File: src/hw/rtl/cfc_pkg.sv
// Package for the cascaded FIR convolution: types, constants and register codes.
`timescale 1ns / 1ps

package cfc_pkg;

    // Default build parameters
    localparam int FIRST_TAPS  = 5;
    localparam int SECOND_TAPS = 7;
    localparam int SAMPLE_BITS = 16;
    localparam int COEF_BITS   = 8;

    // Largest tap count any stage may have, and the tap index it needs
    localparam int MAX_TAPS     = 8;
    localparam int TAP_IDX_BITS = $clog2(MAX_TAPS);

    // Fixed field widths of the words on the ports
    localparam int IN_SAMPLE_BITS = 16;
    localparam int OUT_BITS       = 38;
    localparam int CFG_IDX_BITS   = 8;
    localparam int CFG_DATA_BITS  = 64;
    localparam int TAPS0_BITS     = 40;
    localparam int TAPS1_BITS     = 56;

    // Register indexes
    localparam logic [CFG_IDX_BITS-1:0] CFG_FIRST_TAPS  = CFG_IDX_BITS'(0);
    localparam logic [CFG_IDX_BITS-1:0] CFG_SECOND_TAPS = CFG_IDX_BITS'(1);

    // Register reset values: {1,2,3,2,1} and {1,0,0,0,0,0,1}
    localparam logic [TAPS0_BITS-1:0] TAPS0_RESET = 40'h01_0203_0201;
    localparam logic [TAPS1_BITS-1:0] TAPS1_RESET = 56'h01_0000_0000_0001;

    typedef struct packed {
        logic signed [IN_SAMPLE_BITS-1:0] sample;
        logic                             is_final;
    } t_in_word;

    typedef struct packed {
        logic signed [OUT_BITS-1:0] filtered;
        logic                       end_of_run;
    } t_out_word;

    // Controller to datapath commands
    typedef struct packed {
        logic                    load;       // shift a new value into the first window
        logic                    load_zero;  // that value is a flush zero
        logic                    acc_clr;    // clear the accumulator
        logic                    mac_en;     // multiply-accumulate one tap
        logic                    mac_second; // the tap belongs to the second stage
        logic [TAP_IDX_BITS-1:0] tap;        // tap index of this step
        logic                    shift2;     // push first stage result into second window
        logic                    write;      // load the output register
        logic                    last;       // output word ends the run
        logic                    clear;      // clear both windows
    } t_dp_cmd;

    // Datapath to controller status
    typedef struct packed {
        logic out_free; // output register can take a word this cycle
    } t_dp_stat;

endpackage

File: src/hw/rtl/cascaded_fir_convolution.sv
// Top level of the cascaded FIR convolution: two FIR stages in cascade with tail flush.
//
//  channel   direction  handshake                     word
//  in        input      i_in_valid / o_in_ready       t_in_word  {sample, is_final}
//  out       output     o_out_valid / i_out_ready     t_out_word {filtered, end_of_run}
//  cfg       input      i_cfg_valid / o_cfg_ready     i_cfg_index, i_cfg_data
//
// One shared multiplier steps through the taps, so a sample goes from accept through the
// first-stage taps, the second-window shift and the second-stage taps to the output write;
// the next sample is taken only after that write, with the sequencer back at idle.
// Each flush step after a final sample runs the same steps, with a zero as its input.
// Reset is synchronous, active low; it restores the taps and clears both windows.
// A stalled output register holds the sequencer at its write step; o_cfg_ready is always high.
`timescale 1ns / 1ps

module cascaded_fir_convolution
    import cfc_pkg::*;
#(
    parameter int FIRST_TAPS  = cfc_pkg::FIRST_TAPS,
    parameter int SECOND_TAPS = cfc_pkg::SECOND_TAPS,
    parameter int SAMPLE_BITS = cfc_pkg::SAMPLE_BITS,
    parameter int COEF_BITS   = cfc_pkg::COEF_BITS
) (
    input  logic                     i_clk,
    input  logic                     i_rst_n,
    input  logic                     i_in_valid,
    output logic                     o_in_ready,
    input  t_in_word                 i_in_data,
    output logic                     o_out_valid,
    input  logic                     i_out_ready,
    output t_out_word                o_out_data,
    input  logic                     i_cfg_valid,
    output logic                     o_cfg_ready,
    input  logic [CFG_IDX_BITS-1:0]  i_cfg_index,
    input  logic [CFG_DATA_BITS-1:0] i_cfg_data
);

    t_dp_cmd  cmd;
    t_dp_stat stat;

    assign o_cfg_ready = 1'b1;

    cfc_ctrl #(
        .FIRST_TAPS  (FIRST_TAPS),
        .SECOND_TAPS (SECOND_TAPS)
    ) u_ctrl (
        .i_clk      (i_clk),
        .i_rst_n    (i_rst_n),
        .i_in_valid (i_in_valid),
        .i_is_final (i_in_data.is_final),
        .o_in_ready (o_in_ready),
        .i_stat     (stat),
        .o_cmd      (cmd)
    );

    cfc_datapath #(
        .FIRST_TAPS  (FIRST_TAPS),
        .SECOND_TAPS (SECOND_TAPS),
        .SAMPLE_BITS (SAMPLE_BITS),
        .COEF_BITS   (COEF_BITS)
    ) u_datapath (
        .i_clk       (i_clk),
        .i_rst_n     (i_rst_n),
        .i_cfg_valid (i_cfg_valid),
        .i_cfg_index (i_cfg_index),
        .i_cfg_data  (i_cfg_data),
        .i_in_data   (i_in_data),
        .i_cmd       (cmd),
        .o_stat      (stat),
        .o_out_valid (o_out_valid),
        .i_out_ready (i_out_ready),
        .o_out_data  (o_out_data)
    );

endmodule

File: src/hw/rtl/cfc_ctrl.sv
// Sequencer for the cascaded FIR convolution: tap stepping, flush count and handshakes.
`timescale 1ns / 1ps

module cfc_ctrl
    import cfc_pkg::*;
#(
    parameter int FIRST_TAPS  = cfc_pkg::FIRST_TAPS,
    parameter int SECOND_TAPS = cfc_pkg::SECOND_TAPS
) (
    input  logic     i_clk,
    input  logic     i_rst_n,
    input  logic     i_in_valid,
    input  logic     i_is_final,
    output logic     o_in_ready,
    input  t_dp_stat i_stat,
    output t_dp_cmd  o_cmd
);

    localparam int FLUSH  = FIRST_TAPS + SECOND_TAPS - 2;
    localparam int LEFT_W = (FLUSH > 0) ? $clog2(FLUSH + 1) : 1;
    localparam logic [TAP_IDX_BITS-1:0] LAST1 = TAP_IDX_BITS'(FIRST_TAPS - 1);
    localparam logic [TAP_IDX_BITS-1:0] LAST2 = TAP_IDX_BITS'(SECOND_TAPS - 1);

    typedef enum logic [2:0] {
        S_IDLE,
        S_MAC1,
        S_SHIFT2,
        S_MAC2,
        S_WRITE
    } t_state;

    t_state                  r_state, n_state;
    logic [TAP_IDX_BITS-1:0] r_k, n_k;
    logic                    r_fin, n_fin;
    logic [LEFT_W-1:0]       r_left, n_left;

    logic accept;
    logic done_run;

    assign o_in_ready = (r_state == S_IDLE);
    assign accept     = i_in_valid && o_in_ready;
    assign done_run   = r_fin && (r_left == '0);

    // Command decode and next state
    always_comb begin
        o_cmd      = '0;
        o_cmd.tap  = r_k;
        o_cmd.last = done_run;
        n_state    = r_state;
        n_k        = r_k;
        n_fin      = r_fin;
        n_left     = r_left;
        case (r_state)
            S_IDLE: begin
                if (accept) begin
                    o_cmd.load    = 1'b1;
                    o_cmd.acc_clr = 1'b1;
                    n_fin         = i_is_final;
                    n_left        = LEFT_W'(FLUSH);
                    n_k           = '0;
                    n_state       = S_MAC1;
                end
            end
            S_MAC1: begin
                o_cmd.mac_en = 1'b1;
                if (r_k == LAST1) begin
                    n_state = S_SHIFT2;
                end else begin
                    n_k = r_k + 1'b1;
                end
            end
            S_SHIFT2: begin
                o_cmd.shift2  = 1'b1;
                o_cmd.acc_clr = 1'b1;
                n_k           = '0;
                n_state       = S_MAC2;
            end
            S_MAC2: begin
                o_cmd.mac_en     = 1'b1;
                o_cmd.mac_second = 1'b1;
                if (r_k == LAST2) begin
                    n_state = S_WRITE;
                end else begin
                    n_k = r_k + 1'b1;
                end
            end
            S_WRITE: begin
                if (i_stat.out_free) begin
                    o_cmd.write = 1'b1;
                    if (r_fin && !done_run) begin
                        // next flush step: push a zero
                        o_cmd.load      = 1'b1;
                        o_cmd.load_zero = 1'b1;
                        o_cmd.acc_clr   = 1'b1;
                        n_left          = r_left - 1'b1;
                        n_k             = '0;
                        n_state         = S_MAC1;
                    end else begin
                        o_cmd.clear = done_run;
                        n_fin       = 1'b0;
                        n_state     = S_IDLE;
                    end
                end
            end
            default: begin
                n_state = S_IDLE;
            end
        endcase
    end

    // State register
    always_ff @(posedge i_clk) begin
        if (!i_rst_n) begin
            r_state <= S_IDLE;
            r_k     <= '0;
            r_fin   <= 1'b0;
            r_left  <= '0;
        end else begin
            r_state <= n_state;
            r_k     <= n_k;
            r_fin   <= n_fin;
            r_left  <= n_left;
        end
    end

endmodule

File: src/hw/rtl/cfc_datapath.sv
// Datapath for the cascaded FIR convolution: tap registers, windows, shared MAC, output.
`timescale 1ns / 1ps

module cfc_datapath
    import cfc_pkg::*;
#(
    parameter int FIRST_TAPS  = cfc_pkg::FIRST_TAPS,
    parameter int SECOND_TAPS = cfc_pkg::SECOND_TAPS,
    parameter int SAMPLE_BITS = cfc_pkg::SAMPLE_BITS,
    parameter int COEF_BITS   = cfc_pkg::COEF_BITS
) (
    input  logic                     i_clk,
    input  logic                     i_rst_n,
    input  logic                     i_cfg_valid,
    input  logic [CFG_IDX_BITS-1:0]  i_cfg_index,
    input  logic [CFG_DATA_BITS-1:0] i_cfg_data,
    input  t_in_word                 i_in_data,
    input  t_dp_cmd                  i_cmd,
    output t_dp_stat                 o_stat,
    output logic                     o_out_valid,
    input  logic                     i_out_ready,
    output t_out_word                o_out_data
);

    localparam int Y1_BITS   = SAMPLE_BITS + COEF_BITS + $clog2(FIRST_TAPS);
    localparam int ACC_BITS  = Y1_BITS + COEF_BITS + $clog2(SECOND_TAPS);
    localparam int PROD_BITS = Y1_BITS + COEF_BITS;
    localparam int K1_W      = (FIRST_TAPS > 1) ? $clog2(FIRST_TAPS) : 1;
    localparam int K2_W      = (SECOND_TAPS > 1) ? $clog2(SECOND_TAPS) : 1;

    logic [TAPS0_BITS-1:0] r_taps0;
    logic [TAPS1_BITS-1:0] r_taps1;

    logic signed [SAMPLE_BITS-1:0] r_w1 [FIRST_TAPS];
    logic signed [Y1_BITS-1:0]     r_w2 [SECOND_TAPS];
    logic signed [ACC_BITS-1:0]    r_acc;

    logic      r_out_valid;
    t_out_word r_out;

    logic [CFG_DATA_BITS-1:0]      taps0_ext, taps1_ext;
    logic signed [COEF_BITS-1:0]   c1 [FIRST_TAPS];
    logic signed [COEF_BITS-1:0]   c2 [SECOND_TAPS];
    logic signed [SAMPLE_BITS-1:0] x_in;
    logic signed [Y1_BITS-1:0]     op_a;
    logic signed [COEF_BITS-1:0]   op_c;
    logic signed [PROD_BITS-1:0]   prod;
    logic                          out_free;

    // Coefficient lanes, tap zero in the lowest lane; lanes past the register read zero
    assign taps0_ext = CFG_DATA_BITS'(r_taps0);
    assign taps1_ext = CFG_DATA_BITS'(r_taps1);

    always_comb begin
        for (int k = 0; k < FIRST_TAPS; k++) begin
            c1[k] = taps0_ext[k*COEF_BITS +: COEF_BITS];
        end
        for (int k = 0; k < SECOND_TAPS; k++) begin
            c2[k] = taps1_ext[k*COEF_BITS +: COEF_BITS];
        end
    end

    // New first stage input: sample field taken from its low bits, or a flush zero
    assign x_in = i_cmd.load_zero ? '0
                                  : SAMPLE_BITS'($unsigned(i_in_data.sample));

    // Shared multiplier operands
    always_comb begin
        if (i_cmd.mac_second) begin
            op_a = r_w2[i_cmd.tap[K2_W-1:0]];
            op_c = c2[i_cmd.tap[K2_W-1:0]];
        end else begin
            op_a = Y1_BITS'(r_w1[i_cmd.tap[K1_W-1:0]]);
            op_c = c1[i_cmd.tap[K1_W-1:0]];
        end
    end

    assign prod     = op_a * op_c;
    assign out_free = !r_out_valid || i_out_ready;

    assign o_stat.out_free = out_free;
    assign o_out_valid     = r_out_valid;
    assign o_out_data      = r_out;

    // Configuration registers
    always_ff @(posedge i_clk) begin
        if (!i_rst_n) begin
            r_taps0 <= TAPS0_RESET;
            r_taps1 <= TAPS1_RESET;
        end else if (i_cfg_valid) begin
            if (i_cfg_index == CFG_FIRST_TAPS) begin
                r_taps0 <= i_cfg_data[TAPS0_BITS-1:0];
            end else if (i_cfg_index == CFG_SECOND_TAPS) begin
                r_taps1 <= i_cfg_data[TAPS1_BITS-1:0];
            end
        end
    end

    // Delay windows: entry zero is the newest value
    always_ff @(posedge i_clk) begin
        if (!i_rst_n || i_cmd.clear) begin
            for (int k = 0; k < FIRST_TAPS; k++) begin
                r_w1[k] <= '0;
            end
            for (int k = 0; k < SECOND_TAPS; k++) begin
                r_w2[k] <= '0;
            end
        end else begin
            if (i_cmd.load) begin
                r_w1[0] <= x_in;
                for (int k = 1; k < FIRST_TAPS; k++) begin
                    r_w1[k] <= r_w1[k-1];
                end
            end
            if (i_cmd.shift2) begin
                r_w2[0] <= r_acc[Y1_BITS-1:0];
                for (int k = 1; k < SECOND_TAPS; k++) begin
                    r_w2[k] <= r_w2[k-1];
                end
            end
        end
    end

    // Accumulator
    always_ff @(posedge i_clk) begin
        if (i_cmd.acc_clr) begin
            r_acc <= '0;
        end else if (i_cmd.mac_en) begin
            r_acc <= r_acc + ACC_BITS'(prod);
        end
    end

    // Output register
    always_ff @(posedge i_clk) begin
        if (!i_rst_n) begin
            r_out_valid <= 1'b0;
        end else if (i_cmd.write) begin
            r_out_valid <= 1'b1;
        end else if (i_out_ready) begin
            r_out_valid <= 1'b0;
        end
    end

    always_ff @(posedge i_clk) begin
        if (i_cmd.write) begin
            r_out.filtered   <= OUT_BITS'(r_acc);
            r_out.end_of_run <= i_cmd.last;
        end
    end

endmodule

File: config.mk
export PLATFORM = sky130hd
export DESIGN_NAME = cascaded_fir_convolution
export DESIGN_NICKNAME = d
export VERILOG_FILES = /design/src/hw/rtl/cfc_pkg.sv /design/src/hw/rtl/cascaded_fir_convolution.sv /design/src/hw/rtl/cfc_ctrl.sv /design/src/hw/rtl/cfc_datapath.sv
export SDC_FILE = /design/constraint.sdc
export NUM_CORES = 1
export LEC_CHECK = 0
export ABC_CLOCK_PERIOD_IN_PS = 9690
export BUFFER_PORTS_ARGS = -buffer_cell sky130_fd_sc_hd__buf_4
export CORE_ASPECT_RATIO = 1.75
export CORE_UTILIZATION = 46
export CTS_CLUSTER_DIAMETER = 200
export DETAILED_ROUTE_END_ITERATION = 16
export HOLD_SLACK_MARGIN = 0.05
export PLACE_DENSITY = 0.74
export SLEW_MARGIN = 10
export SYNTH_ARGS = -nofsm -noshare
export SYNTH_HDL_FRONTEND = slang
export SYNTH_HIERARCHICAL = 1
export SYNTH_SLANG_ARGS = --single-unit
File: constraint.sdc
create_clock -name i_clk -period 9.69 [get_ports i_clk]
set_input_delay 0.969 -clock i_clk [delete_from_list [all_inputs] [get_ports i_clk]]
set_output_delay 0.969 -clock i_clk [all_outputs]
set_load 0.01 [all_outputs]
# Word level (Yosys, flattened, before mapping)
# Memory sizes are Yosys's and may differ from the RTL's. A register that Yosys moved wholly into a read port is not among the register bits.
# Cells that the tools add are included.
[totals]
out_inout_bits = 42
in_bits = 94
reg_bits = 185
ram_bits = 269
word_cells = 136
n_memories = 2
[memory_table]
columns = ["name", "words", "word_bits", "rd", "rd_ports_with_merged_regs", "wr", "line_no", "text"]
rows = [
  ["u_datapath.r_w2", 7, 27, 7, 1, 7, "cfc_datapath.sv:35", "logic signed [Y1_BITS-1:0] r_w2 [SECOND_TAPS];"],
  ["u_datapath.r_w1", 5, 16, 5, 1, 5, "cfc_datapath.sv:34", "logic signed [SAMPLE_BITS-1:0] r_w1 [FIRST_TAPS];"],
]
[op_classes]
magnitude_cmp = 1
multipliers = 1
muxes = 69
n_eq_ne = 15
addsub = 3
reduce_logical = 21
bitwise_logic = 14
[op_table]
columns = ["op", "count"]
rows = [
  ["27-bit two-way mux", 8],
  ["16-bit two-way mux", 6],
  ["8-bit binary-select mux with 3-bit select", 2],
  ["3-bit two-way mux", 15],
  ["8-bit two-way mux", 5],
  ["38-bit by 35-bit adder with 38-bit output", 1],
  ["27-bit by 8-bit multiplier with 35-bit output", 1],
  ["3-bit one-hot mux with 5 select lines", 2],
  ["1-bit two-way mux", 24],
  ["4-bit two-way mux", 3],
  ["1-bit bitwise OR", 12],
  ["4-bit AND reduction", 3],
  ["2-bit inequality test, second input constant", 5],
  ["3-bit equality test, second input constant", 3],
  ["8-bit by 1-bit equality test with 1-bit output, second input constant", 1],
  ["8-bit zero test", 1],
  ["4-bit one-hot mux with 2 select lines", 1],
  ["3-bit by 2-bit equality test with 1-bit output, second input constant", 2],
  ["2-bit by 1-bit inequality test with 1-bit output, second input constant", 3],
  ["6-bit AND reduction", 1],
  ["5-bit nonzero test", 1],
  ["4-bit greater-or-equal comparator, second input constant", 1],
  ["4-bit zero test", 1],
  ["3-bit NOT with 4-bit output", 1],
  ["14 further kinds", 21],
]

# Depth between registers and ports, before layout
# Gate-level depths: netlist of the first run.
[depth]
word_depth = 11
mapped_depth = 29
mapped_depth_nobuf = 26

# Cells and area by module
# Netlist of the first run, hierarchy kept.
[modules_own_cells]
columns = ["mod", "instances", "seq_area_each_um2", "cells_each", "area_per_inst_um2"]
rows = [
  ["cfc_datapath", 1, 11951.5, 2390, 27483.9],
  ["cfc_ctrl", 1, 220.2, 86, 749.5],
  ["cascaded_fir_convolution", 1, 0.0, 2, 11.3],
]

# Worst setup path before layout of the first run
# No wires, ideal clock.
[synth_path]
path_type = "flip-flop to flip-flop"
from = "reg u_ctrl.r_state[0]"
to = "reg u_datapath.r_acc[37]"
t_arrival_ns = 7.076
stages_incl_launch_ff = 26
setup_time_ns = 0.121
period_less_slack_ns = 7.197
setup_slack_ns = 2.493
path_cell_list = "dfxtp_1 -> buf_6 -> or2b_2 -> inv_1 -> and2_1 -> clkbuf_1 -> clkbuf_1 -> mux4_2 -> and2_1 -> fa_1 -> fa_1 -> inv_1 -> fa_1 -> inv_1 -> fa_1 -> fa_1 -> ha_1 -> and2_1 -> a221oi_1 -> a21o_1 -> a21oi_1 -> o2111ai_1 -> nand2_1 -> o21a_1 -> o21ai_0 -> mux2_2"
[synth_rtl]
columns = ["item", "line_no", "text"]
rows = [
  ["from (decl)", "cfc_ctrl.sv:32", "t_state r_state, n_state;"],
  ["from (signal assigned)", "cfc_ctrl.sv:119", "r_state <= n_state;"],
  ["to (signal assigned)", "cfc_datapath.sv:129", "r_acc <= r_acc + ACC_BITS'(prod);"],
  ["to (decl)", "cfc_datapath.sv:36", "logic signed [ACC_BITS-1:0] r_acc;"],
]

==> flow_metrics.py, run 1 <==
metrics = {
    "synth": {
        "synth_area_mm2": 0.02824,
        "yosysWarnings": 6,
        "synth_top_cell_by_area": "edfxtp_1",
        "synth_cells": 2478,
        "synth_top_area_share_pct": 32.75,
        "synth-seq-area-share_pct": 43.09,
        "synth-seq-cells": 454,
        "synth_area_leaders": "edfxtp_1 33%, fa_1 15%, dfxtp_1 10%, mux4_2 5.8%, and3_1 5.1%",
        "synth.avg_cell_area_um2": 11.40,
        "synth.distinct_cells": 75,
        "syn_nets": 2875,
        "synth_edf_count": 308,
        "synthArstFlopShare_pct": 0,
        "synthFlopType": "edfxtp_1",
    },
    "die": {
        "core_area_mm2": 0.06045,
        "pin_count": 136,
        "die_h_um": 329.8,
        "die_w_um": 189.3,
        "die-area_mm2": 0.06244,
        "rows": 119,
        "initial_core_util_pct": 46.72,
    },
    "power_and_ir_drop": {
        "ir_worst_vdd_uv": 184.0,
        "p_leak_nw": 13.41,
        "p_per_area_mw_per_mm2": 165.4,
        "p_total_w": 0.005177,
    },
    "timing": {
        "rsz0062_at_grt": "false",
        "hold_viol": 0,
        "final_period_minus_worst_setup_slack_ps": 8433,
        "max_freq_mhz": 118.6,
        "clock_skew_ps": 33.54,
        "worst_pin_slew_ps": 1114,
        "slew_viol_final": 0,
        "fin_crit_sh_pct": 87.03,
        "relSlewSlack_pct": 25.76,
        "setup-tns-final_ps": 0,
        "finalSetupViolations": 0,
    },
    "finish": {
        "area_delta_synth_final_pct": 10.84,
        "antenna_cells": 0,
        "nNetsFinal": 2925,
        "final_common_cell": "nand2_1",
        "most-common-layout-cells": "347 x nand2_1, 308 x edfxtp_1, 227 x and3_1",
        "layout-drive-gt1-share_pct": 13.89,
    },
    "placed_design": {
        "port_buffers": 126,
        "routabilityCongestion": 0.8638,
        "dpl.hpwl_mm": 46.08,
    },
    "setup_path": {
        "critPathSlowestCell": "nor4b_2",
        "cp.depth": 24,
        "critPathKind": "reg2reg",
        "endpoint_kind": "register",
        "reg2reg_slack_ps": 1260,
        "r2r_start": "u_ctrl/r_state[2]",
        "worstSetupStartpoint": "u_ctrl/r_state[2]",
        "crit_chain": "or2b_2, inv_2, and2_2, nor4b_2, a32oi_1, o21ai_2, buf_4, nand2_1, fa_1, inv_1, fa_1, fa_1, fa_1, ha_1, ha_1, nand4_1, nor3_1, nand3_1, a21oi_1, nand3b_1, a211oi_1, o21ai_1, or4b_1, o221ai_1",
        "start_kind": "register",
        "critical_path.max_fanout": 18,
        "r2r_cells": 24,
        "cp.required_ps": 10170,
        "critical-path-top-delay-family": "simple AND/OR/NAND/NOR gates",
        "worstSetupEndpoint": "u_datapath/r_acc[27]",
        "cp.arrival_ps": 8920,
        "critPathBufInv": 3,
        "rr_endpoint": "u_datapath/r_acc[27]",
        "max_stage_delay_ps": 830,
        "cp_common_cell": "fa_1",
    },
    "grt": {
        "grt_remaining_overflow": 0,
        "grt_pass1_vias": 20416,
        "grt_max_degree": 114,
        "grt_pass1_wl_mm": 106.9,
        "grt_use_total_pct": 21.52,
        "antenna_found_initial": 0,
    },
    "clocking": {
        "cts_tree": "built",
        "cts_sinks": 454,
        "cts.htree.levels": 2,
        "hold_buffers": 0,
        "cts_resized": 0,
        "cts_buffer_depth": 3,
        "clockRootBuffer": "clkbuf_16",
        "clk_pin_slew_ps": 70,
        "clock_latency_ps": 580,
        "postCtsSetupBuffers": 0,
        "cts_buffers": 43,
    },
    "drt": {
        "routed_via_density": 5.704,
        "wire_per_inst_um": 19.66,
        "wirelength_mm": 65.85,
        "drt_iter0_markers": 1473,
        "drc": 0,
        "antenna_left": 0,
        "first_pass_iters": 5,
        "vias": 19103,
    },
    "worst_hold_path": {
        "hold_class": "reg2reg",
        "min_path_cells": 0,
    },
    "run_status": {
        "status": "finished clean",
    },
    "flow_run": {
        "drv_cap": 0,
    },
}
[where the power goes]
group	total, W	internal [W]	switching (W)
logic	0.00112	0.000471	0.000651
registers	0.00229	0.00218	0.000105
clock network	0.00177	0.00100	0.000764
[stage by stage]
stage	utilization (%)	hold WS (ps)	setup slack [ps]	instances	instance area [um^2]
floorplan	-	422.0	2493	2478	28240
global placement	49.38	443.3	1437	3269	29850
detailed placement	49.38	437.4	1390	3269	29850
CTS	51.79	465.4	1348	3349	31310
global route	51.79	488.9	863.3	3349	31310
finish	51.79	457.7	1257	3349	31310
[layer usage]
metal	routed length (um)	global-route usage, %	up-vias
li1	-	-	8622
met1	24900	25.04	9677
met2	34390	38.54	629
met3	3331	2.826	175
met4	3226	11.20	0
met5	0	0	-
[cells in the mapped netlist, types with 43 or more instances]
| library cell | number |
|---|---|
| mux2i_1 | 69 |
| fa_1 | 217 |
| inv_1 | 193 |
| and3_1 | 229 |
| nand2_1 | 348 |
| dfxtp_1 | 146 |
| nor2b_1 | 55 |
| o21ai_0 | 61 |
| edfxtp_1 | 308 |
| a21boi_0 | 93 |
| nor2_1 | 90 |
| clkbuf_1 | 116 |
| and2_1 | 96 |
| a21oi_1 | 43 |
| ha_1 | 86 |
| mux4_2 | 73 |
[worst min path at each step]
stage,to,slack [ps],from
2_1_floorplan,u_datapath/o_out_data[27],420,u_datapath/r_acc[26]
3_3_place_gp,u_datapath/o_out_data[38],440,u_datapath/r_acc[37]
3_5_place_dp,u_datapath/o_out_data[38],440,u_datapath/r_acc[37]
4_1_cts,u_datapath/o_out_data[38],470,u_datapath/r_acc[37]
5_1_grt,u_datapath/r_taps1[9],490,u_datapath/r_taps1[9]
6_report,u_datapath/o_out_data[38],460,u_datapath/r_acc[37]
[final cells by class]
cell class | instances | area (um^2)
clock buffers | 55 | 1182
clock inverters | 25 | 276.5
fillers | 5149 | 29140
inverters | 194 | 728.2
multi-input cells | 1676 | 14760
flip-flops and latches | 454 | 12180
well taps | 786 | 983.4
repair buffers | 159 | 1194
[worst reg2reg max path, stage by stage (launching register included)]
cell	delay (ps)
dfxtp_1	580
or2b_2	220
inv_2	50
and2_2	380
nor4b_2	850
a32oi_1	390
o21ai_2	490
buf_4	340
nand2_1	90
fa_1	490
inv_1	60
fa_1	560
fa_1	450
fa_1	460
ha_1	300
ha_1	360
nand4_1	130
nor3_1	410
nand3_1	130
a21oi_1	440
nand3b_1	220
a211oi_1	110
o21ai_1	290
or4b_1	470
o221ai_1	80
[logic make-up (layout without fill, tap and decap cells)]
logic type                 Yosys count  after routing  synth area share [%]
AOI/OAI and AO/OA                  286            286                 6.822
xor gates and xnor gates            32             32                0.9923
adders and majority gates          303            303                 19.19
buffers and inverters              348            433                 4.886
DFF                                454            454                 43.09
muxes                              156            156                 8.824
other                                1              1               0.01328
and+or+nand+nor                    898            898                 16.18
[flip-flops by register name (all words and copies together), names as in the netlist]
signal / cells
u_ctrl/r_state: 3
u_datapath/r_taps0: 40
u_ctrl/r_k: 3
u_datapath/r_w2: 189
u_datapath/r_w1: 80
u_datapath/r_acc: 38
u_datapath/r_taps1: 56
u_ctrl/r_left: 4
u_datapath/o_out_valid: 1
u_ctrl/r_fin: 1
u_datapath/o_out_data: 39
No activity file was read; power rests on OpenSTA's default activity.
==> run 2, diff against run 1 <==
CELL_PAD_IN_SITES_DETAIL_PLACEMENT = 1   (was not set)
CELL_PAD_IN_SITES_GLOBAL_PLACEMENT = 1   (was not set)
CORE_MARGIN = 2   (was not set)
PLACE_DENSITY = 0.85   (was 0.74)
==> run 2 against run 1 <==
Compared with the run above: first-iteration DRC count down 7.3%; sequential power is essentially flat; non-clock buffer count shrank 3; cell area barely moved; sequential share of layout area about the same; largest power group unchanged; wire length increased by 17%; register-to-register slack worse by 70 ps; combinational power grew 5%; critical path type unchanged.
==> flow_metrics.py, run 2 (same netlist as run 1, synthesis figures left out) <==
metrics = {
    "run_status": {
        "status": "finished clean",
    },
    "drt": {
        "wirelength_mm": 77.03,
        "drc": 0,
        "routed_via_density": 5.808,
        "antenna_left": 0,
        "drt_iter0_markers": 1366,
        "wire_per_inst_um": 22.97,
        "vias": 19481,
        "first_pass_iters": 5,
    },
    "setup_path": {
        "endpoint_kind": "register",
        "reg2reg_slack_ps": 1180,
        "cp.arrival_ps": 9020,
        "worstSetupStartpoint": "u_ctrl/r_state[2]",
        "rr_endpoint": "u_datapath/r_acc[27]",
        "start_kind": "register",
        "critPathSlowestCell": "nor4b_2",
        "r2r_cells": 26,
        "r2r_start": "u_ctrl/r_state[2]",
        "cp.depth": 26,
        "cp_common_cell": "fa_1",
        "critPathKind": "reg2reg",
        "critPathBufInv": 5,
        "critical-path-top-delay-family": "simple AND/OR/NAND/NOR gates",
        "cp.required_ps": 10200,
        "worstSetupEndpoint": "u_datapath/r_acc[27]",
        "critical_path.max_fanout": 20,
        "max_stage_delay_ps": 870,
    },
    "clocking": {
        "postCtsSetupBuffers": 0,
        "hold_buffers": 0,
        "cts_tree": "built",
        "clk_pin_slew_ps": 70,
        "clockRootBuffer": "clkbuf_16",
        "cts.htree.levels": 2,
        "cts_buffers": 45,
        "cts_resized": 0,
        "clock_latency_ps": 600,
        "cts_sinks": 454,
        "cts_buffer_depth": 3,
    },
    "die": {
        "die-area_mm2": 0.06348,
        "core_area_mm2": 0.06096,
        "pin_count": 136,
        "die_w_um": 191.3,
        "initial_core_util_pct": 46.33,
        "die_h_um": 331.8,
        "rows": 120,
    },
    "timing": {
        "worst_pin_slew_ps": 1232,
        "relSlewSlack_pct": 17.55,
        "rsz0062_at_grt": "false",
        "fin_crit_sh_pct": 87.81,
        "slew_viol_final": 0,
        "max_freq_mhz": 117.5,
        "hold_viol": 0,
        "final_period_minus_worst_setup_slack_ps": 8508,
        "finalSetupViolations": 0,
        "setup-tns-final_ps": 0,
        "clock_skew_ps": 29.31,
    },
    "power_and_ir_drop": {
        "ir_worst_vdd_uv": 135.7,
        "p_leak_nw": 13.38,
        "p_per_area_mw_per_mm2": 168.8,
    },
    "grt": {
        "grt_use_total_pct": 24.84,
        "grt_pass1_wl_mm": 123.4,
        "antenna_found_initial": 0,
        "grt_max_degree": 123,
        "grt_pass1_vias": 22211,
        "grt_remaining_overflow": 0,
    },
    "finish": {
        "largest_reg_flops": 189,
        "most-common-layout-cells": "347 x nand2_1, 308 x edfxtp_1, 227 x and3_1",
        "nNetsFinal": 2924,
        "instances_no_fill": 3354,
        "layout-drive-gt1-share_pct": 13.55,
        "antenna_cells": 0,
        "reg_top3": "u_datapath/r_w2 x189, u_datapath/r_w1 x80, u_datapath/r_taps1 x56",
        "final_common_cell": "nand2_1",
        "regMostFlops": "u_datapath/r_w2",
        "area_delta_synth_final_pct": 10.88,
    },
    "placed_design": {
        "port_buffers": 126,
        "dpl.hpwl_mm": 53.29,
        "placed_cells": 3273,
        "routabilityCongestion": 0.8502,
    },
    "flow_run": {
        "drv_cap": 0,
    },
    "worst_hold_path": {
        "hold_class": "reg2reg",
    },
}
==> run 2: changes by cell type in the layout (fill, tap and decap cells not counted), sizes merged <==
cell	before	now
clkinv	15	9
buf	159	156
clkbuf	55	58
clkinvlp	4	6
inv	195	197
==> run 2: how the worst min path moves through the flow <==
stage                                      start                   endpoint  slack, ps  depth (start not counted)
after floorplan             u_datapath/r_acc[26]  u_datapath/o_out_data[27]        420                          0
final                     u_datapath/r_taps0[33]     u_datapath/r_taps0[33]        470                          2
after CTS                 u_datapath/r_taps0[33]     u_datapath/r_taps0[33]        470                          2
after detailed placement  u_datapath/r_taps0[33]     u_datapath/r_taps0[33]        460                          2
after global routing       u_datapath/r_taps1[2]      u_datapath/r_taps1[2]        490                          2
after global placement    u_datapath/r_taps0[16]     u_datapath/r_taps0[16]        450                          2
==> run 2: per-stage QoR <==
| step | cell area, um^2 | setup slack [ps] | total power, W | hold slack (ps) | util [%] |
|---|---|---|---|---|---|
| after floorplan | 28240 | 2493 | 0.003120 | 422.0 | - |
| after global placement | 29850 | 1464 | 0.003410 | 445.2 | 48.96 |
| after detailed placement | 29850 | 1307 | 0.003502 | 459.4 | 48.96 |
| after CTS | 31320 | 1229 | 0.005340 | 468.1 | 51.38 |
| after global routing | 31320 | 804.0 | 0.005546 | 493.1 | 51.38 |
| final | 31320 | 1182 | 0.005286 | 467.9 | 51.38 |
==> run 2: cell type report <==
cell class / instances / area, um^2
Inverter: 194 / 728.2
Clock inverter: 23 / 274.0
Tap cell: 793 / 992.2
Sequential cell: 454 / 12180
Timing Repair Buffer: 156 / 1184
Clock buffer: 58 / 1196
Fill cell: 6377 / 29640
Multi-Input combinational cell: 1676 / 14760
==> run 2: report_power, final <==
part           internal [W]  switching [W]  total (W)
Sequential          0.00218       0.000113    0.00230
Combinational      0.000481       0.000699    0.00118
Clock               0.00101       0.000796    0.00181
Total               0.00368        0.00161    0.00529
==> run 2: per-layer routing <==
metal | share of wire, % | vias up | wire length (um) | global-route usage, %
met2 | 54 | 552 | 41290 | 44.97
li1 | - | 8608 | - | -
met1 | 38 | 10139 | 29350 | 29.15
met3 | 4.1 | 182 | 3152 | 3.064
met5 | 0 | - | 0 | 0
met4 | 4.2 | 0 | 3238 | 10.85
==> run 2: worst register-to-register path, stage by stage, from the launching register on <==
cell,delay (ps)
dfxtp_1,610
or2b_2,230
inv_2,40
and2_2,400
nor4b_2,890
a32oi_1,130
o21ai_2,350
buf_4,390
nand2_1,120
fa_1,530
inv_1,70
fa_1,520
fa_1,520
inv_1,60
fa_1,480
inv_1,50
ha_1,260
ha_1,380
nand2_1,160
nor3_1,490
nand3_1,160
a21oi_1,420
nand3b_1,210
a211oi_1,120
o21ai_1,320
or4b_1,460
o221ai_1,80
==> run 3, diff against run 2 <==
ABC_AREA = 1   (was not set)
PLACE_DENSITY = 0.89   (was 0.85)
==> run 3 against run 2 <==
Compared with the run above: flip-flop and latch count unchanged; via count up 23%; setup slack better by 300 ps; wire length up 23%; cell area up 2.1%; clock skew down 11 ps; synthesized area up 2.8%; critical path type unchanged; largest cell class unchanged.
==> flow_metrics.py, run 3 <==
metrics = {
    "run_status": {
        "status": "finished clean",
    },
    "clocking": {
        "cts_resized": 0,
        "clockRootBuffer": "clkbuf_16",
        "cts_sinks": 454,
        "hold_buffers": 0,
        "postCtsSetupBuffers": 0,
        "cts_tree": "built",
        "cts_buffers": 44,
        "cts.htree.levels": 2,
        "clk_pin_slew_ps": 70,
        "clock_latency_ps": 610,
        "cts_buffer_depth": 3,
    },
    "setup_path": {
        "r2r_cells": 26,
        "endpoint_kind": "register",
        "worstSetupStartpoint": "u_ctrl/r_k[1]",
        "cp.arrival_ps": 8710,
        "worstSetupEndpoint": "u_datapath/r_acc[30]",
        "reg2reg_slack_ps": 1480,
        "critPathKind": "reg2reg",
        "start_kind": "register",
        "rr_endpoint": "u_datapath/r_acc[30]",
        "cp.required_ps": 10190,
        "r2r_start": "u_ctrl/r_k[1]",
        "critical_path.max_fanout": 30,
    },
    "worst_hold_path": {
        "hold_class": "reg2reg",
    },
    "power_and_ir_drop": {
        "swShare_pct": 50.13,
        "p_total_w": 0.01180,
        "p_per_area_mw_per_mm2": 368.9,
        "pwr-share-clk_pct": 15.9,
        "ir_worst_vdd_uv": 364.0,
        "combPwrFrac_pct": 63.7,
        "p_sw_w": 0.005916,
        "pwr-share-seq_pct": 20.4,
        "p_leak_nw": 14.66,
        "internal_power_w": 0.005885,
    },
    "placed_design": {
        "routabilityCongestion": 0.8874,
        "dpl.hpwl_mm": 68.12,
        "port_buffers": 126,
    },
    "synth": {
        "synth_area_leaders": "edfxtp_1 32%, fa_1 15%, dfxtp_1 10%, nor2_1 8.9%, inv_1 8.0%",
        "synth-seq-area-share_pct": 41.90,
        "synth_edf_count": 308,
        "synth_cells": 3420,
        "synth_top_cell_by_area": "edfxtp_1",
        "synth_area_mm2": 0.02905,
        "synth.avg_cell_area_um2": 8.493,
        "yosysWarnings": 6,
        "synthFlopType": "edfxtp_1",
        "synth.most_common_cell": "nor2_1",
        "synthArstFlopShare_pct": 0,
        "synth_common_cells": "691 x nor2_1, 618 x inv_1, 461 x nand2_1",
        "synth-seq-cells": 454,
        "synth_top_area_share_pct": 31.84,
        "synth.distinct_cells": 50,
        "syn_nets": 3817,
    },
    "die": {
        "initial_core_util_pct": 46.57,
        "core_area_mm2": 0.06237,
        "pin_count": 136,
        "die-area_mm2": 0.06525,
        "rows": 121,
        "die_h_um": 336.4,
        "die_w_um": 194.0,
    },
    "finish": {
        "layout-drive-gt1-share_pct": 7.888,
        "fin_util_pct": 51.29,
        "regMostFlops": "u_datapath/r_w2",
        "multiInputGateArea_mm2": 0.01370,
        "largest_reg_flops": 189,
        "nNetsFinal": 3860,
        "final_common_cell": "nor2_1",
        "most-common-layout-cells": "690 x nor2_1, 617 x inv_1, 459 x nand2_1",
        "area_delta_synth_final_pct": 10.14,
        "area.sequential_mm2": 0.01218,
        "antenna_cells": 0,
        "nFillCells": 7469,
        "reg_top3": "u_datapath/r_w2 x189, u_datapath/r_w1 x80, u_datapath/r_taps1 x56",
    },
    "drt": {
        "vias": 23964,
        "antenna_left": 0,
        "routed_via_density": 5.576,
        "drc": 0,
        "wirelength_mm": 94.59,
        "first_pass_iters": 5,
        "wire_per_inst_um": 22.01,
        "drt_iter0_markers": 1378,
    },
    "timing": {
        "hold_ws_ps": 437.1,
        "finalSetupViolations": 0,
        "clock_skew_ps": 18.23,
        "hold_viol": 0,
        "relSlewSlack_pct": 18.70,
        "max_freq_mhz": 121.8,
        "final_period_minus_worst_setup_slack_ps": 8208,
        "setup-tns-final_ps": 0,
        "slew_viol_final": 0,
        "worst_pin_slew_ps": 1219,
        "rsz0062_at_grt": "false",
        "fin_crit_sh_pct": 84.70,
    },
    "grt": {
        "grt_pass1_wl_mm": 146.1,
        "grt_pass1_vias": 27095,
        "grt_max_degree": 190,
        "antenna_found_initial": 0,
        "grt_remaining_overflow": 0,
        "grt_use_total_pct": 29.07,
    },
    "flow_run": {
        "drv_cap": 0,
    },
}
[run 3: worst max-delay path: stages (launching register included)]
cell and delay (ps):
dfxtp_2 880, inv_4 350, nor2_1 630, nand3_1 240
o2111ai_1 170, nand2_1 610, inv_2 580, nand2_1 150
fa_1 520, fa_1 580, inv_1 60, fa_1 530
fa_1 460, fa_1 480, ha_1 350, a21oi_1 190
nand2_1 150, nand2_1 90, nand2_1 150, nand2_1 100
nand2_1 120, nand2_1 160, nand3_1 80, nand2_1 80
nand3_1 180, nand2_1 120, inv_1 40
[run 3: logic make-up after synthesis]
kind of cell	synth area share (%)
adder cells (fa/ha/maj)	18.66
AO/OA/AOI/OAI	10.24
flip-flops	41.90
multiplexers	0.1723
AND/OR/NAND/NOR	17.55
XOR/XNOR	0.4221
buffers and inverters	11.03
other	0.01291
[run 3: layout make-up]
cell class | instances | area share [%]
multi-input combinational | 2165 | 42.83
sequential | 454 | 38.07
inverter | 646 | 7.595
timing repair buffer | 152 | 3.645
clock buffer | 55 | 3.637
tap | 799 | 3.125
clock inverter | 27 | 1.103
[run 3: worst min path at each step]
| stage | endpoint | slack [ps] | cells after the start | from |
|---|---|---|---|---|
| 2_1_floorplan | u_datapath/o_out_data[11] | 410 | 0 | u_datapath/r_acc[10] |
| 3_3_place_gp | u_datapath/o_out_data[3] | 410 | 0 | u_datapath/r_acc[2] |
| 3_5_place_dp | u_datapath/o_out_data[3] | 420 | 0 | u_datapath/r_acc[2] |
| 4_1_cts | u_datapath/o_out_data[3] | 430 | 0 | u_datapath/r_acc[2] |
| 5_1_grt | u_datapath/o_out_data[3] | 450 | 0 | u_datapath/r_acc[2] |
| 6_report | u_datapath/o_out_data[3] | 440 | 0 | u_datapath/r_acc[2] |
[run 3: power by group through the flow]
stage	registers (W)	clock network (W)	logic [W]
finish	0.00241	0.00187	0.00752
global route	0.00243	0.00196	0.00842
CTS	0.00241	0.00191	0.00748
detailed placement	0.00245	0	0.00738
global placement	0.00243	0	0.00692
floorplan	0.00238	0	0.00520
[run 3: metrics by stage]
stage / cell area (um^2) / std cells / setup WS, ps
2_1_floorplan: 29050 / 3420 / 3780
3_3_place_gp: 30470 / 4216 / 2017
5_1_grt: 31990 / 4298 / 1281
4_1_cts: 31990 / 4298 / 1698
3_5_place_dp: 30470 / 4216 / 1827
6_report: 31990 / 4298 / 1482
[run 3: metal layers]
metal / vias up / share of wire, % / wire length [um] / track usage (%)
met2: 826 / 53 / 50280 / 54.67
met4: 0 / 8.5 / 8057 / 22.66
met5: - / 0 / 0 / 0
met3: 354 / 4.6 / 4368 / 3.731
li1: 10778 / - / - / -
met1: 12006 / 34 / 31890 / 28.76
